$ cat config.mk
export PLATFORM = sky130hd
export DESIGN_NAME = cascade_pid_controller
export DESIGN_NICKNAME = d
export VERILOG_FILES = /design/src/rtl/cpc_pkg.sv /design/src/rtl/cpc_cfg_regs.sv /design/src/rtl/cpc_serial_mult.sv /design/src/rtl/cascade_pid_controller.sv
export SDC_FILE = /design/constraint.sdc
export NUM_CORES = 1
export LEC_CHECK = 0
export CAP_MARGIN = 5
export CELL_PAD_IN_SITES_DETAIL_PLACEMENT = 0
export CELL_PAD_IN_SITES_GLOBAL_PLACEMENT = 1
export CORE_UTILIZATION = 51
export DETAILED_ROUTE_END_ITERATION = 10
export DONT_BUFFER_PORTS = 1
export HOLD_SLACK_MARGIN = 0.03
export PLACE_DENSITY = 0.84
export SLEW_MARGIN = 15
export SYNTH_ARGS = -nofsm -noshare
export SYNTH_HDL_FRONTEND = slang
export SYNTH_SLANG_ARGS = --single-unit
$ cat constraint.sdc
create_clock -name aclk -period 7.5 [get_ports aclk]
set_input_delay 1.125 -clock aclk [delete_from_list [all_inputs] [get_ports aclk]]
set_output_delay 1.125 -clock aclk [all_outputs]
set_load 0.01 [all_outputs]
$ cat src/rtl/cpc_pkg.sv
// cpc_pkg: shared types and constants of the cascade pid controller
// holds the register indexes, per-stage configuration struct and controller states
// no dependencies
package cpc_pkg;

    // fixed field widths
    localparam int GAIN_W     = 16;
    localparam int LIM_W      = 15;
    localparam int SP_W       = LIM_W + 1;
    localparam int INT_W      = 32;
    localparam int CFG_ADDR_W = 4;
    localparam int CFG_DATA_W = 16;

    // register indexes of the configuration port
    localparam logic [CFG_ADDR_W-1:0] REG_OUTER_PROP_GAIN    = 4'd0;
    localparam logic [CFG_ADDR_W-1:0] REG_OUTER_INT_GAIN     = 4'd1;
    localparam logic [CFG_ADDR_W-1:0] REG_OUTER_DIFF_GAIN    = 4'd2;
    localparam logic [CFG_ADDR_W-1:0] REG_OUTER_OUTPUT_LIMIT = 4'd3;
    localparam logic [CFG_ADDR_W-1:0] REG_INNER_PROP_GAIN    = 4'd4;
    localparam logic [CFG_ADDR_W-1:0] REG_INNER_INT_GAIN     = 4'd5;
    localparam logic [CFG_ADDR_W-1:0] REG_INNER_DIFF_GAIN    = 4'd6;
    localparam logic [CFG_ADDR_W-1:0] REG_INNER_OUTPUT_LIMIT = 4'd7;

    // reset values
    localparam logic signed [GAIN_W-1:0] PROP_GAIN_RESET = 16'sd256;
    localparam logic signed [GAIN_W-1:0] INT_GAIN_RESET  = 16'sd0;
    localparam logic signed [GAIN_W-1:0] DIFF_GAIN_RESET = 16'sd0;
    localparam logic [LIM_W-1:0]         OUT_LIMIT_RESET = 15'd32767;

    // settings of one pid stage
    typedef struct packed {
        logic signed [GAIN_W-1:0] prop_gain;
        logic signed [GAIN_W-1:0] int_gain;
        logic signed [GAIN_W-1:0] diff_gain;
        logic [LIM_W-1:0]         output_limit;
    } cpc_stage_cfg_t;

    // controller sequence
    typedef enum logic [3:0] {
        ST_IDLE,
        ST_ERR,
        ST_MUL_I,
        ST_INT,
        ST_MUL_P,
        ST_ADD_P,
        ST_MUL_D,
        ST_ADD_D,
        ST_ROUND,
        ST_OUT
    } cpc_state_t;

endpackage

$ cat src/rtl/cpc_cfg_regs.sv
// cpc_cfg_regs: configuration register bank of the cascade pid controller
// decodes the plain write port into the outer and inner stage settings
// depends on cpc_pkg
module cpc_cfg_regs
    import cpc_pkg::*;
(
    input  logic                  aclk,
    input  logic                  aresetn,
    input  logic                  cfg_we,
    input  logic [CFG_ADDR_W-1:0] cfg_addr,
    input  logic [CFG_DATA_W-1:0] cfg_wdata,
    output cpc_stage_cfg_t        outer_cfg,
    output cpc_stage_cfg_t        inner_cfg
);

    cpc_stage_cfg_t outer_cfg_reg, outer_cfg_next;
    cpc_stage_cfg_t inner_cfg_reg, inner_cfg_next;

    // write decode, unknown indexes are dropped
    always_comb begin
        outer_cfg_next = outer_cfg_reg;
        inner_cfg_next = inner_cfg_reg;
        if (cfg_we) begin
            case (cfg_addr)
                REG_OUTER_PROP_GAIN:    outer_cfg_next.prop_gain    = $signed(cfg_wdata);
                REG_OUTER_INT_GAIN:     outer_cfg_next.int_gain     = $signed(cfg_wdata);
                REG_OUTER_DIFF_GAIN:    outer_cfg_next.diff_gain    = $signed(cfg_wdata);
                REG_OUTER_OUTPUT_LIMIT: outer_cfg_next.output_limit = cfg_wdata[LIM_W-1:0];
                REG_INNER_PROP_GAIN:    inner_cfg_next.prop_gain    = $signed(cfg_wdata);
                REG_INNER_INT_GAIN:     inner_cfg_next.int_gain     = $signed(cfg_wdata);
                REG_INNER_DIFF_GAIN:    inner_cfg_next.diff_gain    = $signed(cfg_wdata);
                REG_INNER_OUTPUT_LIMIT: inner_cfg_next.output_limit = cfg_wdata[LIM_W-1:0];
                default: ;
            endcase
        end
    end

    // register bank
    always_ff @(posedge aclk) begin
        if (!aresetn) begin
            outer_cfg_reg.prop_gain    <= PROP_GAIN_RESET;
            outer_cfg_reg.int_gain     <= INT_GAIN_RESET;
            outer_cfg_reg.diff_gain    <= DIFF_GAIN_RESET;
            outer_cfg_reg.output_limit <= OUT_LIMIT_RESET;
            inner_cfg_reg.prop_gain    <= PROP_GAIN_RESET;
            inner_cfg_reg.int_gain     <= INT_GAIN_RESET;
            inner_cfg_reg.diff_gain    <= DIFF_GAIN_RESET;
            inner_cfg_reg.output_limit <= OUT_LIMIT_RESET;
        end else begin
            outer_cfg_reg <= outer_cfg_next;
            inner_cfg_reg <= inner_cfg_next;
        end
    end

    assign outer_cfg = outer_cfg_reg;
    assign inner_cfg = inner_cfg_reg;

endmodule

$ cat src/rtl/cpc_serial_mult.sv
// cpc_serial_mult: bit-serial signed multiplier, one gain bit per cycle
// shift-right accumulate over the GAIN_W gain bits, the gain sign bit is subtracted
// depends on cpc_pkg
module cpc_serial_mult
    import cpc_pkg::*;
#(
    parameter  int OP_W   = 18,
    localparam int PROD_W = OP_W + GAIN_W + 1
) (
    input  logic                     aclk,
    input  logic                     aresetn,
    input  logic                     start,
    input  logic signed [GAIN_W-1:0] gain,
    input  logic signed [OP_W-1:0]   operand,
    output logic signed [PROD_W-1:0] product,
    output logic                     done
);

    localparam int CNT_W = $clog2(GAIN_W);
    localparam logic [CNT_W-1:0] LAST_STEP = CNT_W'(GAIN_W - 1);

    logic signed [OP_W:0]   hi_reg, hi_next;
    logic [GAIN_W-1:0]      lo_reg, lo_next;
    logic signed [OP_W-1:0] op_reg, op_next;
    logic [CNT_W-1:0]       cnt_reg, cnt_next;
    logic                   busy_reg, busy_next;
    logic                   done_reg, done_next;
    logic signed [OP_W:0]   op_ext;
    logic signed [OP_W:0]   part_sum;
    logic                   last_step;

    // one shift-add step
    always_comb begin
        op_ext    = (OP_W+1)'(op_reg);
        last_step = (cnt_reg == LAST_STEP);
        if (!lo_reg[0]) begin
            part_sum = hi_reg;
        end else if (last_step) begin
            part_sum = hi_reg - op_ext;
        end else begin
            part_sum = hi_reg + op_ext;
        end

        hi_next   = hi_reg;
        lo_next   = lo_reg;
        op_next   = op_reg;
        cnt_next  = cnt_reg;
        busy_next = busy_reg;
        done_next = 1'b0;
        if (start) begin
            hi_next   = '0;
            lo_next   = gain;
            op_next   = operand;
            cnt_next  = '0;
            busy_next = 1'b1;
        end else if (busy_reg) begin
            hi_next  = {part_sum[OP_W], part_sum[OP_W:1]};
            lo_next  = {part_sum[0], lo_reg[GAIN_W-1:1]};
            cnt_next = cnt_reg + 1'b1;
            if (last_step) begin
                busy_next = 1'b0;
                done_next = 1'b1;
            end
        end
    end

    // control registers
    always_ff @(posedge aclk) begin
        if (!aresetn) begin
            cnt_reg  <= '0;
            busy_reg <= 1'b0;
            done_reg <= 1'b0;
        end else begin
            cnt_reg  <= cnt_next;
            busy_reg <= busy_next;
            done_reg <= done_next;
        end
    end

    // product shift register
    always_ff @(posedge aclk) begin
        hi_reg <= hi_next;
        lo_reg <= lo_next;
        op_reg <= op_next;
    end

    assign product = {hi_reg, lo_reg};
    assign done    = done_reg;

endmodule

$ cat src/rtl/cascade_pid_controller.sv
// Cascade of two positional pid stages with clamped integrals. Each input transfer
// carries outer measurement, outer target and inner measurement; each result transfer
// carries the drive and the inner setpoint. All six gain products go through one
// bit-serial multiplier that takes one gain bit per cycle; the outer stage runs first,
// then the inner, each forming its integral, proportional and derivative products.
// A new item is accepted while the last result still waits on the master side.
// No clearing pass is needed after reset.
//
// cascade_pid_controller: top level, sequencer and stage datapath
// depends on cpc_pkg, cpc_cfg_regs and cpc_serial_mult
module cascade_pid_controller
    import cpc_pkg::*;
#(
    parameter  int SAMPLE_WIDTH    = 16,
    parameter  int GAIN_FRAC_BITS  = 8,
    parameter  int OUTER_INT_LIMIT = 16384,
    parameter  int INNER_INT_LIMIT = 16384,
    localparam int S_TDATA_W       = ((3 * SAMPLE_WIDTH + 7) / 8) * 8,
    localparam int M_TDATA_W       = ((2 * SAMPLE_WIDTH + 7) / 8) * 8
) (
    input  logic                  aclk,
    input  logic                  aresetn,
    // configuration write port
    input  logic                  cfg_we,
    input  logic [CFG_ADDR_W-1:0] cfg_addr,
    input  logic [CFG_DATA_W-1:0] cfg_wdata,
    // input stream
    input  logic                  s_tvalid,
    output logic                  s_tready,
    input  logic [S_TDATA_W-1:0]  s_tdata,   // outer_measured, outer_target, inner_measured
    // result stream
    output logic                  m_tvalid,
    input  logic                  m_tready,
    output logic [M_TDATA_W-1:0]  m_tdata    // drive, inner_setpoint
);

    localparam int SW     = SAMPLE_WIDTH;
    localparam int ERR_W  = ((SW > SP_W) ? SW : SP_W) + 1;
    localparam int DIFF_W = ERR_W + 1;
    localparam int ACC_W  = DIFF_W + GAIN_W + 1;

    localparam logic signed [ACC_W-1:0] HALF       = ACC_W'((1 << GAIN_FRAC_BITS) >> 1);
    localparam logic signed [ACC_W-1:0] OUTER_ILIM = ACC_W'(OUTER_INT_LIMIT << GAIN_FRAC_BITS);
    localparam logic signed [ACC_W-1:0] INNER_ILIM = ACC_W'(INNER_INT_LIMIT << GAIN_FRAC_BITS);

    cpc_stage_cfg_t outer_cfg, inner_cfg, cur_cfg;

    cpc_state_t state_reg, state_next;
    logic       stage_reg, stage_next;

    logic signed [SW-1:0]     om_reg, om_next;
    logic signed [SW-1:0]     ot_reg, ot_next;
    logic signed [SW-1:0]     im_reg, im_next;
    logic signed [ERR_W-1:0]  err_reg, err_next;
    logic signed [DIFF_W-1:0] diff_reg, diff_next;
    logic signed [ACC_W-1:0]  acc_reg, acc_next;
    logic signed [ERR_W-1:0]  last_err_reg [2];
    logic signed [ERR_W-1:0]  last_err_next;
    logic signed [INT_W-1:0]  integral_reg [2];
    logic signed [INT_W-1:0]  integral_next;
    logic                     last_err_we, integral_we;
    logic signed [SP_W-1:0]   sp_reg, sp_next;
    logic [SW-1:0]            sp_out_reg, sp_out_next;
    logic [SW-1:0]            drive_reg, drive_next;
    logic                     m_tvalid_reg, m_tvalid_next;
    logic [M_TDATA_W-1:0]     m_tdata_reg, m_tdata_next;

    logic signed [ERR_W-1:0]  meas, target, err_calc;
    logic signed [DIFF_W-1:0] diff_calc;
    logic signed [ACC_W-1:0]  ilim, int_sum, int_clamped;
    logic signed [ACC_W-1:0]  rounded, out_lim, out_clamped;

    logic                     mul_start, mul_done;
    logic signed [GAIN_W-1:0] mul_gain;
    logic signed [DIFF_W-1:0] mul_op;
    logic signed [ACC_W-1:0]  mul_product;

    cpc_cfg_regs u_cfg_regs (
        .aclk      (aclk),
        .aresetn   (aresetn),
        .cfg_we    (cfg_we),
        .cfg_addr  (cfg_addr),
        .cfg_wdata (cfg_wdata),
        .outer_cfg (outer_cfg),
        .inner_cfg (inner_cfg)
    );

    cpc_serial_mult #(
        .OP_W (DIFF_W)
    ) u_mult (
        .aclk    (aclk),
        .aresetn (aresetn),
        .start   (mul_start),
        .gain    (mul_gain),
        .operand (mul_op),
        .product (mul_product),
        .done    (mul_done)
    );

    // stage datapath
    always_comb begin
        cur_cfg   = stage_reg ? inner_cfg : outer_cfg;
        meas      = stage_reg ? ERR_W'(im_reg) : ERR_W'(om_reg);
        target    = stage_reg ? ERR_W'(sp_reg) : ERR_W'(ot_reg);
        err_calc  = target - meas;
        diff_calc = DIFF_W'(err_calc) - DIFF_W'(last_err_reg[stage_reg]);

        // integral update with clamp
        ilim    = stage_reg ? INNER_ILIM : OUTER_ILIM;
        int_sum = ACC_W'(integral_reg[stage_reg]) + mul_product;
        if (int_sum > ilim) begin
            int_clamped = ilim;
        end else if (int_sum < -ilim) begin
            int_clamped = -ilim;
        end else begin
            int_clamped = int_sum;
        end

        // round half up, then output clamp
        rounded = (acc_reg + HALF) >>> GAIN_FRAC_BITS;
        out_lim = ACC_W'(cur_cfg.output_limit);
        if (rounded > out_lim) begin
            out_clamped = out_lim;
        end else if (rounded < -out_lim) begin
            out_clamped = -out_lim;
        end else begin
            out_clamped = rounded;
        end
    end

    // multiplier operand select
    always_comb begin
        case (state_reg)
            ST_ERR: begin
                mul_gain = cur_cfg.int_gain;
                mul_op   = DIFF_W'(err_calc);
            end
            ST_INT: begin
                mul_gain = cur_cfg.prop_gain;
                mul_op   = DIFF_W'(err_reg);
            end
            default: begin
                mul_gain = cur_cfg.diff_gain;
                mul_op   = diff_reg;
            end
        endcase
    end

    // sequencer
    always_comb begin
        state_next    = state_reg;
        stage_next    = stage_reg;
        om_next       = om_reg;
        ot_next       = ot_reg;
        im_next       = im_reg;
        err_next      = err_reg;
        diff_next     = diff_reg;
        acc_next      = acc_reg;
        sp_next       = sp_reg;
        sp_out_next   = sp_out_reg;
        drive_next    = drive_reg;
        last_err_next = err_reg;
        integral_next = int_clamped[INT_W-1:0];
        last_err_we   = 1'b0;
        integral_we   = 1'b0;
        mul_start     = 1'b0;
        s_tready      = 1'b0;
        m_tvalid_next = m_tvalid_reg;
        m_tdata_next  = m_tdata_reg;

        // result register drains independently of the sequence
        if (m_tvalid_reg && m_tready) begin
            m_tvalid_next = 1'b0;
        end

        case (state_reg)
            ST_IDLE: begin
                s_tready   = 1'b1;
                stage_next = 1'b0;
                if (s_tvalid) begin
                    om_next    = s_tdata[SW-1:0];
                    ot_next    = s_tdata[2*SW-1:SW];
                    im_next    = s_tdata[3*SW-1:2*SW];
                    state_next = ST_ERR;
                end
            end
            ST_ERR: begin
                err_next   = err_calc;
                diff_next  = diff_calc;
                mul_start  = 1'b1;
                state_next = ST_MUL_I;
            end
            ST_MUL_I: begin
                if (mul_done) begin
                    state_next = ST_INT;
                end
            end
            ST_INT: begin
                integral_we = 1'b1;
                acc_next    = int_clamped;
                mul_start   = 1'b1;
                state_next  = ST_MUL_P;
            end
            ST_MUL_P: begin
                if (mul_done) begin
                    state_next = ST_ADD_P;
                end
            end
            ST_ADD_P: begin
                acc_next   = acc_reg + mul_product;
                mul_start  = 1'b1;
                state_next = ST_MUL_D;
            end
            ST_MUL_D: begin
                if (mul_done) begin
                    state_next = ST_ADD_D;
                end
            end
            ST_ADD_D: begin
                acc_next    = acc_reg + mul_product;
                last_err_we = 1'b1;
                state_next  = ST_ROUND;
            end
            ST_ROUND: begin
                if (!stage_reg) begin
                    sp_next     = out_clamped[SP_W-1:0];
                    sp_out_next = out_clamped[SW-1:0];
                    stage_next  = 1'b1;
                    state_next  = ST_ERR;
                end else begin
                    drive_next = out_clamped[SW-1:0];
                    state_next = ST_OUT;
                end
            end
            ST_OUT: begin
                if (!m_tvalid_reg || m_tready) begin
                    m_tvalid_next = 1'b1;
                    m_tdata_next  = M_TDATA_W'({sp_out_reg, drive_reg});
                    stage_next    = 1'b0;
                    state_next    = ST_IDLE;
                end
            end
            default: begin
                state_next = ST_IDLE;
            end
        endcase
    end

    // control and loop state registers
    always_ff @(posedge aclk) begin
        if (!aresetn) begin
            state_reg       <= ST_IDLE;
            stage_reg       <= 1'b0;
            m_tvalid_reg    <= 1'b0;
            last_err_reg[0] <= '0;
            last_err_reg[1] <= '0;
            integral_reg[0] <= '0;
            integral_reg[1] <= '0;
        end else begin
            state_reg    <= state_next;
            stage_reg    <= stage_next;
            m_tvalid_reg <= m_tvalid_next;
            if (last_err_we) begin
                last_err_reg[stage_reg] <= last_err_next;
            end
            if (integral_we) begin
                integral_reg[stage_reg] <= integral_next;
            end
        end
    end

    // payload registers
    always_ff @(posedge aclk) begin
        om_reg      <= om_next;
        ot_reg      <= ot_next;
        im_reg      <= im_next;
        err_reg     <= err_next;
        diff_reg    <= diff_next;
        acc_reg     <= acc_next;
        sp_reg      <= sp_next;
        sp_out_reg  <= sp_out_next;
        drive_reg   <= drive_next;
        m_tdata_reg <= m_tdata_next;
    end

    assign m_tvalid = m_tvalid_reg;
    assign m_tdata  = m_tdata_reg;

endmodule

==> metrics <==
final global-route overflow total 0; synthesized area per cell a little over 10 µm²; CTS Buf Count 52; clk root buf clkbuf_16; Routed WL between 60 and 70 mm; path category of the worst min-delay check register to register; gr usage total approximately a quarter; final core occ between 50% and 60%; initial antenna violation count 9; RSZ-0062 raised after global routing false; largest net degree at the start of global routing 143; layout cells sized above 1 between 7 and 8%; CTS sink count 471; Starting DRT DRC Count ~1600; core area 0.05287 mm²; FF+latch count, synth ~470; Worst setup SP type register; XOR/XNOR Fraction of Synth Area under 10%; Area after DPL 0.02801 mm²; antenna-violating nets left 0; I/O pins about 110; max FFs per register 64; Slew Viols, Final 0; H-Tree Depth 2; drt pass-1 iters 9; FFs w/ async S/R, synth 0%; CP required between 7 and 8 ns; CP endpoint kind register; global-route wire length before repair 107.9 mm; Synth Area in Compound Gates between 10% and 20%; Final Skew 0.04557 ns; WL/cell between 20 and 25 µm; Seq/Total Area, Yosys 45.80%; Mapped Cells approximately 2700; Hold Path End m_tdata[15]$_DFFE_PP_; main flop type after synthesis edfxtp_1; CTS max path bufs 3; violations in the final reports design-rule violations; Fin. Hold Viols 0; clock transition at the registers of the reported paths ~0.060 ns; Setup Buffers After CTS 0; Worst R2R Setup Slack between 1.5 and 2 ns; post-CTS resize count 0; die area ~0.055 mm²; worst r2r src stage_reg$_SDFFE_PN0P_; crit-path max FO 33; nets@finish between 2000 and 3000; Leak about 11 nW; adder-cell share of the synthesized area 8.251%; hpwl dp just over 50 mm; fmax around 0.17 GHz; Worst Path Arrival just over 6 ns; WHS 0.4237 ns; clock latency on the worst-skew pair ~0.63 ns; placer congestion estimate slightly above 0.9; count of cell types in the netlist 77; die height around 230 µm; Synth Warn # 0; via count ~20000; peak supply drop between 0.2 and 0.3 mV; largest family of logic cells by synthesized area simple AND/OR/NAND/NOR gates; maxcap violations 0; hold_buf cts 0; vias in the first global route between 15000 and 20000; chip width ~230 µm; PwrDens roughly 270 mW/mm²; status finished, violations left; post-route cell area 0.02982 mm²; number of synthesized flops with an enable pin between 300 and 400; row count 84; Slew Limit Headroom about 22%; worst-margin pin slew ~1.2 ns; hold_sp drive_reg[15]$_DFFE_PP_; ant diodes 0; Layout area overhead 8.629%; reg2reg end sp_out_reg[9]$_DFFE_PP_; mux contribution to synthesized area under 10%; syn_nets about 3000; detailed-route DRC error count 3; final setup violation count 0; WHS Path Cells 0; Vias/cell a little under 6; Worst Setup SP stage_reg$_SDFFE_PN0P_; Mapped Area 0.02745 mm²; Final TNS setup 0 ns; critical path type register to register; Post-Synth Simple-Gate Area 16.23%; final worst path period need just under 6 ns; CTS tree yes; Reg2Reg Depth 22; count of input and output buffers 0; ratio of final minimum period to clock period between 70% and 80%; Initial Utilization 51.92%
[area by class of cell]
cell class | count | area (µm²)
multi-input combinational | 2043 | 14110
clock inverter | 29 | 325.3
timing repair buffer | 32 | 240.2
clock buffer | 69 | 1479
fill | 4543 | 23050
inverter | 59 | 221.5
sequential | 471 | 12580
tap | 688 | 860.8
[logic make-up after synthesis]
kind of cell	count (synthesis)
fa+ha+maj	178
mux	218
xor+xnor	156
simple gates	919
buf+inv	208
compound gates	572
flops	471
[worst max-delay path, stage by stage (launching register included)]
cell	delay, ns
dfxtp_4	0.64
mux2_2	0.41
inv_1	0.08
ha_1	0.22
and3_1	0.26
and3_1	0.25
and3_1	0.25
and3_1	0.25
nand3_1	0.33
nor3_1	0.33
ha_1	0.28
a21o_1	0.19
a21o_1	0.16
a21oi_1	0.14
nor2b_1	0.06
o21ai_0	0.15
a21oi_1	0.09
a211oi_1	0.31
o21ai_0	0.16
o22ai_2	0.12
buf_4	0.38
mux2i_1	0.29
o22ai_1	0.13
[cells in the mapped netlist, types with 6 or more instances]
cell type	instances	share of area, %
edfxtp_1	314	34
nand2_1	268	3.7
nor2_1	200	2.7
a21oi_1	175	3.2
ha_1	173	7.9
mux2i_1	167	6.1
dfxtp_1	157	11
clkbuf_1	121	1.7
xnor2_1	103	3.3
nor2b_1	94	2.1
nor3_1	88	1.6
nand3_1	84	1.5
o21ai_0	79	1.4
inv_1	58	0.79
a21o_1	53	1.4
xor2_1	53	1.7
and2_1	51	1.2
mux2_2	51	2.1
a21boi_0	40	1.1
and3_1	36	0.82
o31ai_1	33	0.90
a211oi_1	32	0.88
a31oi_1	28	0.64
nand4_1	24	0.55
o21a_1	22	0.60
buf_1	17	0.23
o21bai_1	16	0.44
or3_1	15	0.34
o211ai_1	14	0.38
a221oi_1	13	0.41
o22ai_1	13	0.30
nand2b_1	12	0.27
nor4_1	8	0.18
nand3b_1	7	0.19
buf_2	6	0.11
[layer usage]
| metal | track usage, % | part of all wire, % | vias to the layer above | wire length [µm] |
|---|---|---|---|---|
| li1 | - | - | 9814 | - |
| met1 | 33.70 | 44 | 9663 | 30950 |
| met2 | 41.03 | 46 | 573 | 31990 |
| met3 | 5.496 | 6.7 | 126 | 4695 |
| met4 | 8.766 | 3.1 | 10 | 2156 |
| met5 | 0 | 0.084 | - | 59 |
[placed cells by master (no fill, tap or decap), types with 22 or more instances in the layout]
cell / instances
a211oi_1: 32
a21boi_0: 40
a21o_1: 53
a21oi_1: 174
a31oi_1: 28
and2_1: 50
and3_1: 36
buf_4: 32
clkbuf_16: 55
dfxtp_1: 154
edfxtp_1: 314
ha_1: 173
inv_1: 58
mux2_2: 51
mux2i_1: 167
nand2_1: 268
nand3_1: 84
nand4_1: 24
nor2_1: 198
nor2b_1: 94
nor3_1: 87
o21a_1: 22
o21ai_0: 76
o31ai_1: 33
xnor2_1: 103
xor2_1: 53
[where the power goes]
group	internal [W]	leakage [nW]	switching (W)
clock	0.00157	0.866	0.00109
sequential	0.00298	4.28	0.000183
combinational	0.000931	6.23	0.00135
[how the worst max path moves through the flow]
stage	to	slack (ns)	cells past startpoint
after CTS	sp_out_reg[9]$_DFFE_PP_	1.71	20
after global routing	sp_out_reg[9]$_DFFE_PP_	1.26	22
after global placement	diff_reg[15]$_DFFE_PP_	1.89	19
after floorplan	drive_reg[11]$_DFFE_PP_	1.41	24
final	sp_out_reg[9]$_DFFE_PP_	1.67	22
after detailed placement	drive_reg[3]$_DFFE_PP_	1.72	20
[per-stage QoR]
| step | setup WS, ns | instances | power [W] |
|---|---|---|---|
| after floorplan | 1.413 | 2722 | 0.004925 |
| after global placement | 1.890 | 3293 | 0.005417 |
| after detailed placement | 1.724 | 3293 | 0.005476 |
| after CTS | 1.706 | 3391 | 0.008123 |
| after global routing | 1.260 | 3391 | 0.008488 |
| final | 1.674 | 3391 | 0.008100 |
Note: power is estimated with default switching activity, not from simulation.
